**src/gsrd_pkg.sv**
```systemverilog
package gsrd_pkg;

    localparam int MAX_WIDTH   = 16;
    localparam int MAX_STRIPES = 4;
    localparam int QUEUE_DEPTH = 2;

    localparam int COL_W     = 5;
    localparam int STRIPE_W  = 3;
    localparam int BYTE_W    = 8;
    localparam int CNT_W     = 4;
    localparam int CODING_W  = 2;
    localparam int S_TDATA_W = 32;
    localparam int M_TDATA_W = 24;

    // Field positions inside the slave-side tdata.
    localparam int F_WIDTH_LSB  = 0;
    localparam int F_LEFT_LSB   = 5;
    localparam int F_RIGHT_LSB  = 10;
    localparam int F_FIRST_LSB  = 15;
    localparam int F_END_LSB    = 18;
    localparam int F_CODING_LSB = 21;
    localparam int F_BYTE_LSB   = 23;

    localparam logic [BYTE_W-1:0] RUN_MASK_NIBBLE = 8'h0f;
    localparam logic [BYTE_W-1:0] RUN_MASK_PAIR   = 8'h03;
    localparam int RUN_SHIFT_NIBBLE = 4;
    localparam int RUN_SHIFT_PAIR   = 2;
    localparam logic [BYTE_W-1:0] BLANK_PIXELS    = 8'h00;

    typedef enum logic {
        CMD_HEADER = 1'b0,
        CMD_DATA   = 1'b1
    } t_cmd_kind;

    typedef enum logic [CODING_W-1:0] {
        COD_RAW    = 2'd0,
        COD_NIBBLE = 2'd1,
        COD_PAIR   = 2'd2
    } t_coding;

    typedef enum logic [1:0] {
        S_IDLE,
        S_RUN,
        S_ADV
    } t_state;

    typedef struct packed {
        t_cmd_kind             kind;
        logic [COL_W-1:0]      width;
        logic [COL_W-1:0]      left;
        logic [COL_W-1:0]      right;
        logic [STRIPE_W-1:0]   first_stripe;
        logic [STRIPE_W-1:0]   end_stripe;
        t_coding               coding;
        logic [BYTE_W-1:0]     data;
    } t_cmd;

    // Packed so that stripe lands in the lowest bits of the master tdata.
    typedef struct packed {
        logic              overrun;
        logic              glyph_done;
        logic              stripe_start;
        logic [BYTE_W-1:0] pixels;
        logic [3:0]        column;
        logic [1:0]        stripe;
    } t_col;

endpackage

```
**src/gsrd_front.sv**
```systemverilog
module gsrd_front
    import gsrd_pkg::*;
(
    input  logic                 i_valid,
    input  logic [S_TDATA_W-1:0] i_data,
    input  logic                 i_kind,
    input  logic                 i_queue_full,
    output logic                 o_ready,
    output logic                 o_push,
    output t_cmd                 o_cmd
);

    logic [COL_W-1:0]    w_width_raw;
    logic [CODING_W-1:0] w_coding_raw;
    t_coding             w_coding;

    assign w_width_raw  = i_data[F_WIDTH_LSB +: COL_W];
    assign w_coding_raw = i_data[F_CODING_LSB +: CODING_W];

    // The fourth coding value decodes like two-bit run counts.
    always_comb begin
        unique case (t_coding'(w_coding_raw))
            COD_RAW:    w_coding = COD_RAW;
            COD_NIBBLE: w_coding = COD_NIBBLE;
            default:    w_coding = COD_PAIR;
        endcase
    end

    always_comb begin
        o_cmd.kind         = t_cmd_kind'(i_kind);
        o_cmd.width        = (w_width_raw > COL_W'(MAX_WIDTH)) ? COL_W'(MAX_WIDTH) : w_width_raw;
        o_cmd.left         = i_data[F_LEFT_LSB +: COL_W];
        o_cmd.right        = i_data[F_RIGHT_LSB +: COL_W];
        o_cmd.first_stripe = i_data[F_FIRST_LSB +: STRIPE_W];
        o_cmd.end_stripe   = i_data[F_END_LSB +: STRIPE_W];
        o_cmd.coding       = w_coding;
        o_cmd.data         = i_data[F_BYTE_LSB +: BYTE_W];
    end

    assign o_ready = !i_queue_full;
    assign o_push  = i_valid && !i_queue_full;

endmodule

```
**src/gsrd_queue.sv**
```systemverilog
module gsrd_queue
    import gsrd_pkg::*;
(
    input  logic i_clk,
    input  logic i_rst_n,
    input  logic i_push,
    input  t_cmd i_cmd,
    output logic o_full,
    input  logic i_pop,
    output logic o_valid,
    output t_cmd o_cmd
);

    localparam int PTR_W = (QUEUE_DEPTH > 1) ? $clog2(QUEUE_DEPTH) : 1;
    localparam int CNT_Q = $clog2(QUEUE_DEPTH + 1);

    t_cmd             r_mem [QUEUE_DEPTH];
    logic [PTR_W-1:0] r_wr_ptr;
    logic [PTR_W-1:0] r_rd_ptr;
    logic [CNT_Q-1:0] r_count;
    logic [PTR_W-1:0] n_wr_ptr;
    logic [PTR_W-1:0] n_rd_ptr;
    logic [CNT_Q-1:0] n_count;

    assign o_full  = (r_count == CNT_Q'(QUEUE_DEPTH));
    assign o_valid = (r_count != '0);
    assign o_cmd   = r_mem[r_rd_ptr];

    always_comb begin
        n_wr_ptr = r_wr_ptr;
        n_rd_ptr = r_rd_ptr;
        n_count  = r_count;
        if (i_push) begin
            n_wr_ptr = (r_wr_ptr == PTR_W'(QUEUE_DEPTH - 1)) ? '0 : r_wr_ptr + 1'b1;
        end
        if (i_pop) begin
            n_rd_ptr = (r_rd_ptr == PTR_W'(QUEUE_DEPTH - 1)) ? '0 : r_rd_ptr + 1'b1;
        end
        if (i_push && !i_pop) begin
            n_count = r_count + 1'b1;
        end else if (i_pop && !i_push) begin
            n_count = r_count - 1'b1;
        end
    end

    always_ff @(posedge i_clk) begin
        if (!i_rst_n) begin
            r_wr_ptr <= '0;
            r_rd_ptr <= '0;
            r_count  <= '0;
        end else begin
            r_wr_ptr <= n_wr_ptr;
            r_rd_ptr <= n_rd_ptr;
            r_count  <= n_count;
        end
    end

    always_ff @(posedge i_clk) begin
        if (i_push) begin
            r_mem[r_wr_ptr] <= i_cmd;
        end
    end

endmodule

```
**src/gsrd_back.sv**
```systemverilog
module gsrd_back
    import gsrd_pkg::*;
(
    input  logic                i_clk,
    input  logic                i_rst_n,
    input  logic [STRIPE_W-1:0] i_n_stripes,
    input  logic                i_cmd_valid,
    input  t_cmd                i_cmd,
    output logic                o_pop,
    output logic                o_valid,
    output t_col                o_col,
    output logic                o_last,
    input  logic                i_ready
);

    t_state              r_state, n_state;
    logic                r_active, n_active;
    logic [STRIPE_W-1:0] r_stripe, n_stripe;
    logic [COL_W-1:0]    r_col, n_col;
    logic [BYTE_W-1:0]   r_run, n_run;
    logic                r_expect, n_expect;
    logic                r_ovr, n_ovr;
    logic [COL_W-1:0]    r_width, n_width;
    logic [COL_W-1:0]    r_left, n_left;
    logic [COL_W-1:0]    r_right, n_right;
    logic [STRIPE_W-1:0] r_first, n_first;
    logic [STRIPE_W-1:0] r_end_stripe, n_end_stripe;
    t_coding             r_coding, n_coding;
    logic [BYTE_W-1:0]   r_byte, n_byte;
    logic [CNT_W-1:0]    r_cnt, n_cnt;
    logic                r_hold_valid;
    t_col                r_hold;
    logic                r_out_valid;
    t_col                r_out;
    logic                r_out_last;

    logic              w_data_stripe;
    logic              w_past_width;
    logic              w_in_margin;
    logic              w_stripes_done;
    logic              w_wait_run;
    logic [CNT_W-1:0]  w_run_count;
    logic [BYTE_W-1:0] w_run_shifted;
    logic              w_run_step;
    logic              w_adv_emit;
    logic              w_adv_next;
    logic              w_adv_finish;
    logic              w_pop;
    logic              w_is_raw_put;
    logic              w_emit;
    logic              w_finish;
    logic              w_out_free;
    logic              w_stall;
    logic [BYTE_W-1:0] w_pix;
    t_col              w_col;

    assign w_data_stripe  = (r_stripe >= r_first) && (r_stripe < r_end_stripe);
    assign w_past_width   = (r_col >= r_width);
    assign w_in_margin    = (r_col < r_left)
                          || (({1'b0, r_col} + {1'b0, r_right}) >= {1'b0, r_width});
    assign w_stripes_done = (r_stripe >= i_n_stripes);
    assign w_wait_run     = w_data_stripe && (r_coding != COD_RAW) && !r_expect;

    assign w_run_count   = (r_coding == COD_NIBBLE) ? CNT_W'(r_run & RUN_MASK_NIBBLE)
                                                    : CNT_W'(r_run & RUN_MASK_PAIR);
    assign w_run_shifted = (r_coding == COD_NIBBLE) ? (r_run >> RUN_SHIFT_NIBBLE)
                                                    : (r_run >> RUN_SHIFT_PAIR);

    assign w_run_step = (r_cnt != '0) && !w_past_width;

    // One step of the blank-column walk, tested in priority order.
    assign w_adv_finish = !r_active || w_stripes_done || w_wait_run
                        || (!w_past_width && w_data_stripe && !w_in_margin);
    assign w_adv_next   = !w_adv_finish && w_past_width;
    assign w_adv_emit   = !w_adv_finish && !w_past_width;

    assign w_pop        = (r_state == S_IDLE) && i_cmd_valid;
    assign w_is_raw_put = w_pop && (i_cmd.kind == CMD_DATA) && r_active
                        && (r_coding == COD_RAW);

    always_comb begin
        w_emit   = 1'b0;
        w_finish = 1'b0;
        w_pix    = BLANK_PIXELS;
        unique case (r_state)
            S_IDLE: begin
                w_emit   = w_is_raw_put && !w_past_width;
                w_finish = w_pop && (i_cmd.kind == CMD_DATA) && !r_active;
                w_pix    = i_cmd.data;
            end
            S_RUN: begin
                w_emit = w_run_step;
                w_pix  = r_byte;
            end
            S_ADV: begin
                w_emit   = w_adv_emit;
                w_finish = w_adv_finish;
            end
            default: begin
                w_emit   = 1'b0;
                w_finish = 1'b0;
            end
        endcase
    end

    // A produced column waits in the hold stage until the next one shows
    // whether it is the last of its request.
    assign w_out_free = !r_out_valid || i_ready;
    assign w_stall    = r_hold_valid && (w_emit || w_finish) && !w_out_free;

    always_comb begin
        w_col.stripe       = r_stripe[1:0];
        w_col.column       = r_col[3:0];
        w_col.pixels       = w_pix;
        w_col.stripe_start = (r_col == '0);
        w_col.glyph_done   = (({1'b0, r_col} + 1'b1) == {1'b0, r_width})
                           && (({1'b0, r_stripe} + 1'b1) == {1'b0, i_n_stripes});
        w_col.overrun      = r_ovr;
    end

    // Next state.
    always_comb begin
        n_state = r_state;
        unique case (r_state)
            S_IDLE: begin
                if (w_pop) begin
                    if (i_cmd.kind == CMD_HEADER) begin
                        n_state = S_ADV;
                    end else if (!r_active) begin
                        n_state = S_IDLE;
                    end else if ((r_coding == COD_RAW) || r_expect) begin
                        n_state = S_ADV;
                    end else begin
                        n_state = S_RUN;
                    end
                end
            end
            S_RUN: begin
                if (!w_run_step) begin
                    n_state = S_ADV;
                end
            end
            S_ADV: begin
                if (!w_stall && w_adv_finish) begin
                    n_state = S_IDLE;
                end
            end
            default: n_state = S_IDLE;
        endcase
    end

    // Datapath updates.
    always_comb begin
        n_active     = r_active;
        n_stripe     = r_stripe;
        n_col        = r_col;
        n_run        = r_run;
        n_expect     = r_expect;
        n_ovr        = r_ovr;
        n_width      = r_width;
        n_left       = r_left;
        n_right      = r_right;
        n_first      = r_first;
        n_end_stripe = r_end_stripe;
        n_coding     = r_coding;
        n_byte       = r_byte;
        n_cnt        = r_cnt;
        unique case (r_state)
            S_IDLE: begin
                if (w_pop && (i_cmd.kind == CMD_HEADER)) begin
                    n_width      = i_cmd.width;
                    n_left       = i_cmd.left;
                    n_right      = i_cmd.right;
                    n_first      = i_cmd.first_stripe;
                    n_end_stripe = i_cmd.end_stripe;
                    n_coding     = i_cmd.coding;
                    n_ovr        = 1'b0;
                    n_stripe     = '0;
                    n_col        = '0;
                    n_run        = '0;
                    n_expect     = 1'b1;
                    n_active     = 1'b1;
                end else if (w_is_raw_put) begin
                    if (w_past_width) begin
                        n_ovr = 1'b1;
                    end else begin
                        n_col = r_col + 1'b1;
                    end
                end else if (w_pop && r_active && r_expect) begin
                    n_run    = i_cmd.data;
                    n_expect = (i_cmd.data == '0);
                end else if (w_pop && r_active) begin
                    // Take the next chunk of the run byte as a repeat count.
                    n_cnt    = w_run_count;
                    n_byte   = i_cmd.data;
                    n_run    = w_run_shifted;
                    n_expect = (w_run_shifted == '0);
                    if (({1'b0, r_col} + (COL_W + 1)'(w_run_count)) > {1'b0, r_width}) begin
                        n_ovr = 1'b1;
                    end
                end
            end
            S_RUN: begin
                if (w_run_step && !w_stall) begin
                    n_col = r_col + 1'b1;
                    n_cnt = r_cnt - 1'b1;
                end
            end
            S_ADV: begin
                if (!w_stall) begin
                    if (r_active && w_stripes_done) begin
                        n_active = 1'b0;
                    end else if (w_adv_next) begin
                        n_stripe = r_stripe + 1'b1;
                        n_col    = '0;
                        n_run    = '0;
                        n_expect = 1'b1;
                    end else if (w_adv_emit) begin
                        n_col = r_col + 1'b1;
                    end
                end
            end
            default: begin
                n_active = r_active;
            end
        endcase
    end

    always_ff @(posedge i_clk) begin
        if (!i_rst_n) begin
            r_state      <= S_IDLE;
            r_active     <= 1'b0;
            r_stripe     <= '0;
            r_col        <= '0;
            r_run        <= '0;
            r_expect     <= 1'b1;
            r_ovr        <= 1'b0;
            r_width      <= '0;
            r_left       <= '0;
            r_right      <= '0;
            r_first      <= '0;
            r_end_stripe <= '0;
            r_coding     <= COD_RAW;
            r_cnt        <= '0;
            r_hold_valid <= 1'b0;
            r_out_valid  <= 1'b0;
        end else begin
            r_state      <= n_state;
            r_active     <= n_active;
            r_stripe     <= n_stripe;
            r_col        <= n_col;
            r_run        <= n_run;
            r_expect     <= n_expect;
            r_ovr        <= n_ovr;
            r_width      <= n_width;
            r_left       <= n_left;
            r_right      <= n_right;
            r_first      <= n_first;
            r_end_stripe <= n_end_stripe;
            r_coding     <= n_coding;
            r_cnt        <= n_cnt;
            if (!w_stall) begin
                if (w_emit) begin
                    r_hold_valid <= 1'b1;
                end else if (w_finish) begin
                    r_hold_valid <= 1'b0;
                end
            end
            if (r_hold_valid && (w_emit || w_finish) && w_out_free) begin
                r_out_valid <= 1'b1;
            end else if (i_ready) begin
                r_out_valid <= 1'b0;
            end
        end
    end

    always_ff @(posedge i_clk) begin
        r_byte <= n_byte;
        if (!w_stall && w_emit) begin
            r_hold <= w_col;
        end
        if (r_hold_valid && (w_emit || w_finish) && w_out_free) begin
            r_out      <= r_hold;
            r_out_last <= w_finish;
        end
    end

    assign o_pop   = w_pop;
    assign o_valid = r_out_valid;
    assign o_col   = r_out;
    assign o_last  = r_out_last;

endmodule

```
**src/glyph_stripe_rle_decoder.sv**
```systemverilog
// Glyph stripe decoder: takes a header request and then the compressed bytes of one glyph
// and returns the glyph as 8-pixel column bytes, stripe by stripe, with blank
// margins and empty stripes filled in. Requests pass through a two-entry queue
// to a back end that produces at most one column per cycle. A request is issued
// in the idle state, a run chunk then yields its columns in the run state, and
// the advance state fills in blank columns and stripe changes and closes the
// request; a raw data byte yields its column in the idle state, and a data byte
// with no glyph in progress ends there. A stalled output holds the back end,
// whose single column path sets this rate. tlast marks the final column caused
// by one request; a request that yields no column gives no output. The stripe
// count register may be written only while no request is in flight.
module glyph_stripe_rle_decoder
    import gsrd_pkg::*;
(
    input  logic                 i_clk,
    input  logic                 i_rst_n,
    input  logic                 i_s_axis_tvalid,
    output logic                 o_s_axis_tready,
    // glyph_width, left_blank, right_blank, first_stripe, end_stripe, coding, byte_in
    input  logic [S_TDATA_W-1:0] i_s_axis_tdata,
    // command
    input  logic                 i_s_axis_tuser,
    output logic                 o_m_axis_tvalid,
    input  logic                 i_m_axis_tready,
    // stripe_index, column, pixels, stripe_start, glyph_done, overrun
    output logic [M_TDATA_W-1:0] o_m_axis_tdata,
    output logic                 o_m_axis_tlast,
    input  logic                 i_cfg_wr_en,
    input  logic [STRIPE_W-1:0]  i_cfg_wr_data
);

    logic [STRIPE_W-1:0] r_stripe_count;
    logic [STRIPE_W-1:0] w_n_stripes;
    logic                w_queue_full;
    logic                w_push;
    t_cmd                w_front_cmd;
    logic                w_pop;
    logic                w_cmd_valid;
    t_cmd                w_queue_cmd;
    t_col                w_col;

    always_ff @(posedge i_clk) begin
        if (!i_rst_n) begin
            r_stripe_count <= STRIPE_W'(1);
        end else if (i_cfg_wr_en) begin
            r_stripe_count <= i_cfg_wr_data;
        end
    end

    assign w_n_stripes = (r_stripe_count > STRIPE_W'(MAX_STRIPES)) ? STRIPE_W'(MAX_STRIPES)
                                                                  : r_stripe_count;

    gsrd_front u_front (
        .i_valid      (i_s_axis_tvalid),
        .i_data       (i_s_axis_tdata),
        .i_kind       (i_s_axis_tuser),
        .i_queue_full (w_queue_full),
        .o_ready      (o_s_axis_tready),
        .o_push       (w_push),
        .o_cmd        (w_front_cmd)
    );

    gsrd_queue u_queue (
        .i_clk   (i_clk),
        .i_rst_n (i_rst_n),
        .i_push  (w_push),
        .i_cmd   (w_front_cmd),
        .o_full  (w_queue_full),
        .i_pop   (w_pop),
        .o_valid (w_cmd_valid),
        .o_cmd   (w_queue_cmd)
    );

    gsrd_back u_back (
        .i_clk       (i_clk),
        .i_rst_n     (i_rst_n),
        .i_n_stripes (w_n_stripes),
        .i_cmd_valid (w_cmd_valid),
        .i_cmd       (w_queue_cmd),
        .o_pop       (w_pop),
        .o_valid     (o_m_axis_tvalid),
        .o_col       (w_col),
        .o_last      (o_m_axis_tlast),
        .i_ready     (i_m_axis_tready)
    );

    assign o_m_axis_tdata = M_TDATA_W'(w_col);

endmodule

```
**config.mk**
```make
export PLATFORM = sky130hd
export DESIGN_NAME = glyph_stripe_rle_decoder
export DESIGN_NICKNAME = d
export VERILOG_FILES = /design/src/gsrd_pkg.sv /design/src/gsrd_front.sv /design/src/gsrd_queue.sv /design/src/gsrd_back.sv /design/src/glyph_stripe_rle_decoder.sv
export SDC_FILE = /design/constraint.sdc
export NUM_CORES = 1
export LEC_CHECK = 0
export ABC_AREA = 1
export ABC_CLOCK_PERIOD_IN_PS = 7150
export BUFFER_PORTS_ARGS = -buffer_cell sky130_fd_sc_hd__buf_2
export CORE_MARGIN = 4
export CORE_UTILIZATION = 31
export DETAILED_ROUTE_END_ITERATION = 8
export PLACE_DENSITY_LB_ADDON = 0.3
export SYNTH_ARGS = -nofsm -noshare
export SYNTH_HDL_FRONTEND = slang
export SYNTH_HIERARCHICAL = 1
export SYNTH_SLANG_ARGS = --single-unit
```
**constraint.sdc**
```tcl
create_clock -name i_clk -period 7.15 [get_ports i_clk]
set_input_delay 1.43 -clock i_clk [delete_from_list [all_inputs] [get_ports i_clk]]
set_output_delay 1.43 -clock i_clk [all_outputs]
set_load 0.03 [all_outputs]
```
Word-level counts from Yosys, hierarchy flattened
Memory sizes are Yosys's and may differ from the RTL's. A register that Yosys moved wholly into a read port is not among the register bits.
Index checks and enable logic that the tools add are counted.
{ "word_totals": {"n_memories": 1, "inputBits": 41, "out_inout_bits": 27, "ramBits": 64, "reg_bits": 100, "wordCells": 233} }
{ "op_classes": {"muxes": 73, "n_reduce_logical": 73, "addsub": 11, "order_cmp": 9, "bitwise_logic": 5, "n_eq_ne": 27} }
{ "mem_list": {"columns": ["memory", "depth", "width", "rd", "rd_clocked_by_memory_dff", "write_ports", "line", "rtl"], "rows": [
  ["u_queue.r_mem", 2, 32, 1, 1, 1, "gsrd_queue.sv:17", "t_cmd r_mem [QUEUE_DEPTH];"]
]} }
{ "op_table": {"columns": ["operator", "count"], "rows": [
  ["two-way mux 8 bit", 7],
  ["two-way mux 5 bit", 9],
  ["one-hot mux 8 bit (2 select lines)", 2],
  ["logical AND 1 bit", 28],
  ["two-way mux 1 bit", 26],
  ["two-way mux 4 bit", 6],
  ["zero test 8 bit", 2],
  ["two-way mux 2 bit", 8],
  ["!= test 2 bit (second input constant)", 8],
  ["two-way mux 3 bit", 5],
  ["one-hot mux 5 bit (3 select lines)", 1],
  ["AND reduction 5 bit", 3],
  ["nonzero test 2 bit", 7],
  ["AND reduction 6 bit", 2],
  ["zero test 1 bit", 11],
  ["!= test 2 x 1 -> 1 bit (second input constant)", 5],
  ["nonzero test 3 bit", 3],
  ["one-hot mux 4 bit (2 select lines)", 1],
  ["logical OR 1 bit", 7],
  ["AND reduction 7 bit", 1],
  ["adder 5 x 1 -> 6 bit (second input constant)", 1],
  ["adder 5 x 4 -> 6 bit", 1],
  ["adder 5 x 5 -> 6 bit", 1],
  ["== test 2 x 1 -> 1 bit (second input constant)", 3],
  ["35 further kinds", 50]
]} }

Longest topological paths before layout
{ "logic_depth": {"depth_word": 16, "depth_mapped": 24, "ltp_nobuf": 24} }

Modules after synthesis
Netlist, hierarchy kept.
{ "by_module_without_submodules": {"columns": ["mod", "seq_area_each_um2", "n_inst", "area_per_inst_um2", "cells_each"], "rows": [
  ["gsrd_back", 2292.2, 1, 5211.2, 602],
  ["gsrd_queue", 2021.9, 1, 2693.8, 135],
  ["gsrd_front", 0.0, 1, 257.7, 43],
  ["glyph_stripe_rle_decoder", 60.1, 1, 187.7, 29]
]} }

Worst setup path before layout
No wires, ideal clock.
{ "synth_timing": {"path_kind": "input -> register", "from": "input port i_s_axis_tvalid", "to": "memory u_queue/r_mem[0][0] (netlist name) (enable)", "t_arrival_ns": 3.046, "stages": 4, "setup_time_ns": 0.421, "setup_slack_ns": 3.683, "path_buffers": 0, "required_time_ns": 6.729, "path_cell_list": "inv_1 > nor2_1 > inv_1 > nor2_1"} }
{ "synth_via": {"elab_chain_len": 3} }
{ "synth_lines": {"columns": ["element", "line", "rtl"], "rows": [
  ["from (decl)", "glyph_stripe_rle_decoder.sv:17", "input logic i_s_axis_tvalid,"],
  ["logical AND 1 bit", "gsrd_front.sv:41", "assign o_push = i_valid && !i_queue_full;"],
  ["via w_push", "glyph_stripe_rle_decoder.sv:35", "logic w_push;"],
  ["two-way mux 1 bit", "gsrd_queue.sv:59", "if (i_push) begin"],
  ["two-way mux 1 bit (implied by the code)", "gsrd_queue.sv:60", "r_mem[r_wr_ptr] <= i_cmd;"],
  ["to (decl)", "gsrd_queue.sv:17", null]
]} }
The timed path passes the listed nets, and every way through them passes these cells.

Worst setup path in the final report
{ "layout_timing": {"from": "register u_back.r_col[2]", "to": "register u_back/r_hold[1] (netlist name) (enable)"} }
{ "layout_via": {"elab_chain_len": 14, "elab_cells_between_ends": 21, "classes_between": "1 x add/sub; 3 x order compare; 2 x mux; 15 x reduce/logical"} }
{ "layout_lines": {"columns": ["element", "line", "rtl"], "rows": [
  ["from (decl)", "gsrd_back.sv:19", "logic [COL_W-1:0] r_col, n_col;"],
  ["from (signal assigned)", "gsrd_back.sv:251", "r_col <= n_col;"],
  ["adder 5 x 5 -> 6 bit", "gsrd_back.sv:60", "|| (({1'b0, r_col} + {1'b0, r_right}) >= {1'b0, r_width});"],
  [">= comparator 6 x 5 -> 1 bit", "gsrd_back.sv:60", null],
  ["logical OR 1 bit", "gsrd_back.sv:60", null],
  ["zero test 1 bit", "gsrd_back.sv:73", "|| (!w_past_width && w_data_stripe && !w_in_margin);"],
  ["logical AND 1 bit", "gsrd_back.sv:73", null],
  ["logical OR 1 bit", "gsrd_back.sv:73", null],
  ["zero test 1 bit", "gsrd_back.sv:75", "assign w_adv_emit = !w_adv_finish && !w_past_width;"],
  ["logical AND 1 bit", "gsrd_back.sv:75", null],
  ["one-hot mux 1 bit (3 select lines)", "gsrd_back.sv:85", "unique case (r_state)"],
  ["logical OR 1 bit", "gsrd_back.sv:109", "assign w_stall = r_hold_valid && (w_emit || w_finish) && !w_out_free;"],
  ["logical AND 1 bit (2 in a row)", "gsrd_back.sv:109", null],
  ["zero test 1 bit", "gsrd_back.sv:279", "if (!w_stall && w_emit) begin"],
  ["logical AND 1 bit (*)", "gsrd_back.sv:279", null],
  ["to (signal assigned)", "gsrd_back.sv:280", "r_hold <= w_col;"],
  ["to (decl)", "gsrd_back.sv:32", "t_col r_hold;"]
]} }
Every way passes the cells marked *; elsewhere a longest branch is shown, timed or not.
A chain may end at the register's enable or synchronous reset.

==> impl_results.md <==
- Run status: finished, final reports clean
- CP startpoint: u_back/r_col[2]$_SDFFE_PN0P_
- Layout fillers: 2633
- Fin. Hold Viols: 0
- Cts hold-fix bufs: 0
- Worst Hold Class: register to register
- Yosys top cell area share: 38.5%
- Antenna-violating nets left: 0
- First-pass GRT wire length: 27.3 mm
- Core Region: 26300 sq um
- Crit. End Element: register
- Root Buffer: clkbuf_16
- Dominant cell by count in the synthesized netlist: edfxtp_1
- Die Span Y: 172 microns
- Drt pass-1 iters: 5
- Vias in the first global route: 5431
- Vias per inst: 4.55
- FF+latch count, synth: 165
- Chip width: 172 microns
- Final setup skew: 0.00735 ns
- Clock Latency Late Sink: 0.42 ns
- WL/cell: 13.8 microns
- Clk slew on worst S/H paths: 0.06 ns
- Synth cell types: 51
- Worst Max-Slew Pin Slew: 0.918 ns
- Fin crit period: 3.75 ns
- Arr. time, crit path: 3.87 ns
- Hold path depth: 0
- Post-synth EDFFs: 107
- Starting Density: 31.8%
- Crit path launch type: register
- Post-CTS setup buffer count: 0
- Nets: 934
- Reg-to-reg critical path endpoint: u_back/r_hold[1]$_DFFE_PP_
- Synthesized area per cell: 10.3 sq um
- Setup tns final: 0 ns
- Commonest cells in the netlist: edfxtp_1 (107), inv_1 (93), nor2_1 (89)
- Crit path max fanout: 10
- Relative slew slack: 38.7%
- Total Routing Usage GR: 11.6%
- Worst R2R Path Depth: 15
- Yosys warns: 6
- Initial antenna violation count: 0
- Maximum root-to-sink buffer count: 2
- Peak VDD IR: 0.218 mV
- # setup viols final: 0
- FP Rows: 59
- Post-synth ARST share: 0%
- HPWL Detailed: 11.7 mm
- Tot Pwr: 0.00412 W
- Worst hold slack: 0.416 ns
- CTS H-tree lvls: 4
- Total CTS buffers: 17
- Fmax: 267 MHz
- Post-route DRC: 0
- Synth top area cells: edfxtp_1 (38%), dfxtp_1 (14%), ha_1 (6.9%)
- Final antenna diode count: 0
- Largest net degree at the start of global routing: 49
- Drt total wl: 16.4 mm
- Port buffer count: 59
- Post-synthesis cell area: 8350 sq um
- Area of placed instances: 8740 sq um
- MaxCap Viol Count: 0
- Starting DRC count in detailed routing: 292
- Synthesized instance count: 809
- Die ar.: 29600 sq um
- # IOs: 68
- Grt total ovfl: 0
- Layout area overhead: 11.7%
- LEAKAGE: 3.94 nW
- Kind of critical path: register to register
- Largest area contributor in the netlist: edfxtp_1
- CTS tree: done
- Main flop type after synthesis: edfxtp_1
- R2R Path Start: u_back/r_col[2]$_SDFFE_PN0P_
- Proportion of layout cells with a drive suffix above 1: 19.3%
- Sequential share of the synthesized area: 52.4%
- Power density over cell area: 441 nW/um^2
- CP endpoint: u_back/r_hold[1]$_DFFE_PP_
- Final period util: 52.4%
- CTS Sinks: 165
- WP data required: 7.27 ns
- Final GP Congestion: 0.866
- FF-to-FF setup slack: 3.40 ns
- Slew Limit Fails: 0
- Final instance area: 9330 sq um
- Vias post-DR: 5431
- PostCTS Resize Cnt: 0
- RSZ-0062 raised after global routing: no
## per-layer routing
metal  routed length [microns]  track usage, %  vias up
li1                          -               -     2788
met1                      7990            15.5     2525
met2                      7560            19.0      105
met3                       672            2.51       13
met4                       222            3.55        0
met5                         0               0        -
## cell usage in the layout (no fill, tap or decap), types with 7 or more instances in the layout
cell type    n
a21oi_1     53
buf_2       59
clkbuf_16   17
conb_1       7
dfxtp_1     57
edfxtp_1   107
ha_1        46
inv_1       93
inv_2       10
mux2_4      30
nand2_1     88
nand2_2      7
nand3_1     24
nand4_1     14
nor2_1      87
o21ai_0     56
xor2_1      15
## flip-flops by register name (all words and copies together) (netlist names), 3 cells and up, named ones only
register and cells:
u_back/r_col 5, u_back/r_first 3, u_back/o_col 17, u_back/r_run 8, u_back/r_width 5, u_back/r_end_stripe 3, u_back/r_left 5, u_back/r_cnt 4
r_stripe_count 3, u_back/r_hold 17, u_back/r_byte 8, u_queue/r_mem 64, u_back/r_stripe 3, u_back/r_right 5
## metrics by stage
stage	std cells	util [%]	setup WS [ns]
after floorplan	815	-	3.68
after global placement	1161	33.2	3.41
after detailed placement	1161	33.2	3.35
after CTS	1193	35.5	3.37
after global routing	1193	35.5	3.03
final	1193	35.5	3.40
## layout make-up
cell class | instances | area (sq um) | share of cell area, %
Inverter | 106 | 398 | 4.27
Multi-Input combinational cell | 490 | 3200 | 34.3
Sequential cell | 165 | 4380 | 46.9
Clock inverter | 12 | 155 | 1.66
Timing Repair Buffer | 65 | 340 | 3.65
Tap cell | 335 | 419 | 4.49
Clock buffer | 20 | 437 | 4.68
## worst max-delay path: stages, from the launching register on
cell and delay, ns:
dfxtp_1 0.65, ha_1 0.38, a21o_1 0.22, a31oi_1 0.17
xor2_1 0.16, inv_1 0.05, ha_1 0.26, nand2_1 0.05
nand2_1 0.05, nand2_1 0.06, nand3_1 0.12, nand3_1 0.10
nand2_1 0.11, nand2_2 0.09, a21oi_1 0.65, buf_4 0.32
## kinds of logic after synthesis
group                    synth area share [%]
adder cells (fa/ha/maj)                  7.37
multiplexers                             5.66
AND/OR/NAND/NOR                          14.0
buffers and inverters                    9.57
flip-flops                               52.4
XOR/XNOR                                 1.68
other                                  0.0449
AO/OA/AOI/OAI                            9.31
## worst min-delay path by stage
stage,startpoint,to,slack (ns)
2_1_floorplan,u_back/r_hold[0]$_DFFE_PP_,u_back/o_col[0]$_DFFE_PP_,0.40
3_3_place_gp,u_back/r_hold[0]$_DFFE_PP_,u_back/o_col[0]$_DFFE_PP_,0.40
3_5_place_dp,u_back/r_hold[15]$_DFFE_PP_,u_back/o_col[15]$_DFFE_PP_,0.41
4_1_cts,u_back/r_hold[0]$_DFFE_PP_,u_back/o_col[0]$_DFFE_PP_,0.42
5_1_grt,u_back/r_hold[15]$_DFFE_PP_,u_back/o_col[15]$_DFFE_PP_,0.42
6_report,u_back/r_hold[0]$_DFFE_PP_,u_back/o_col[0]$_DFFE_PP_,0.42
## power by group
group          internal (W)  switching [W]
clock network      0.000551       0.000376
registers           0.00124       0.000143
logic              0.000676        0.00113
Note: power is estimated with default switching activity, not from simulation.
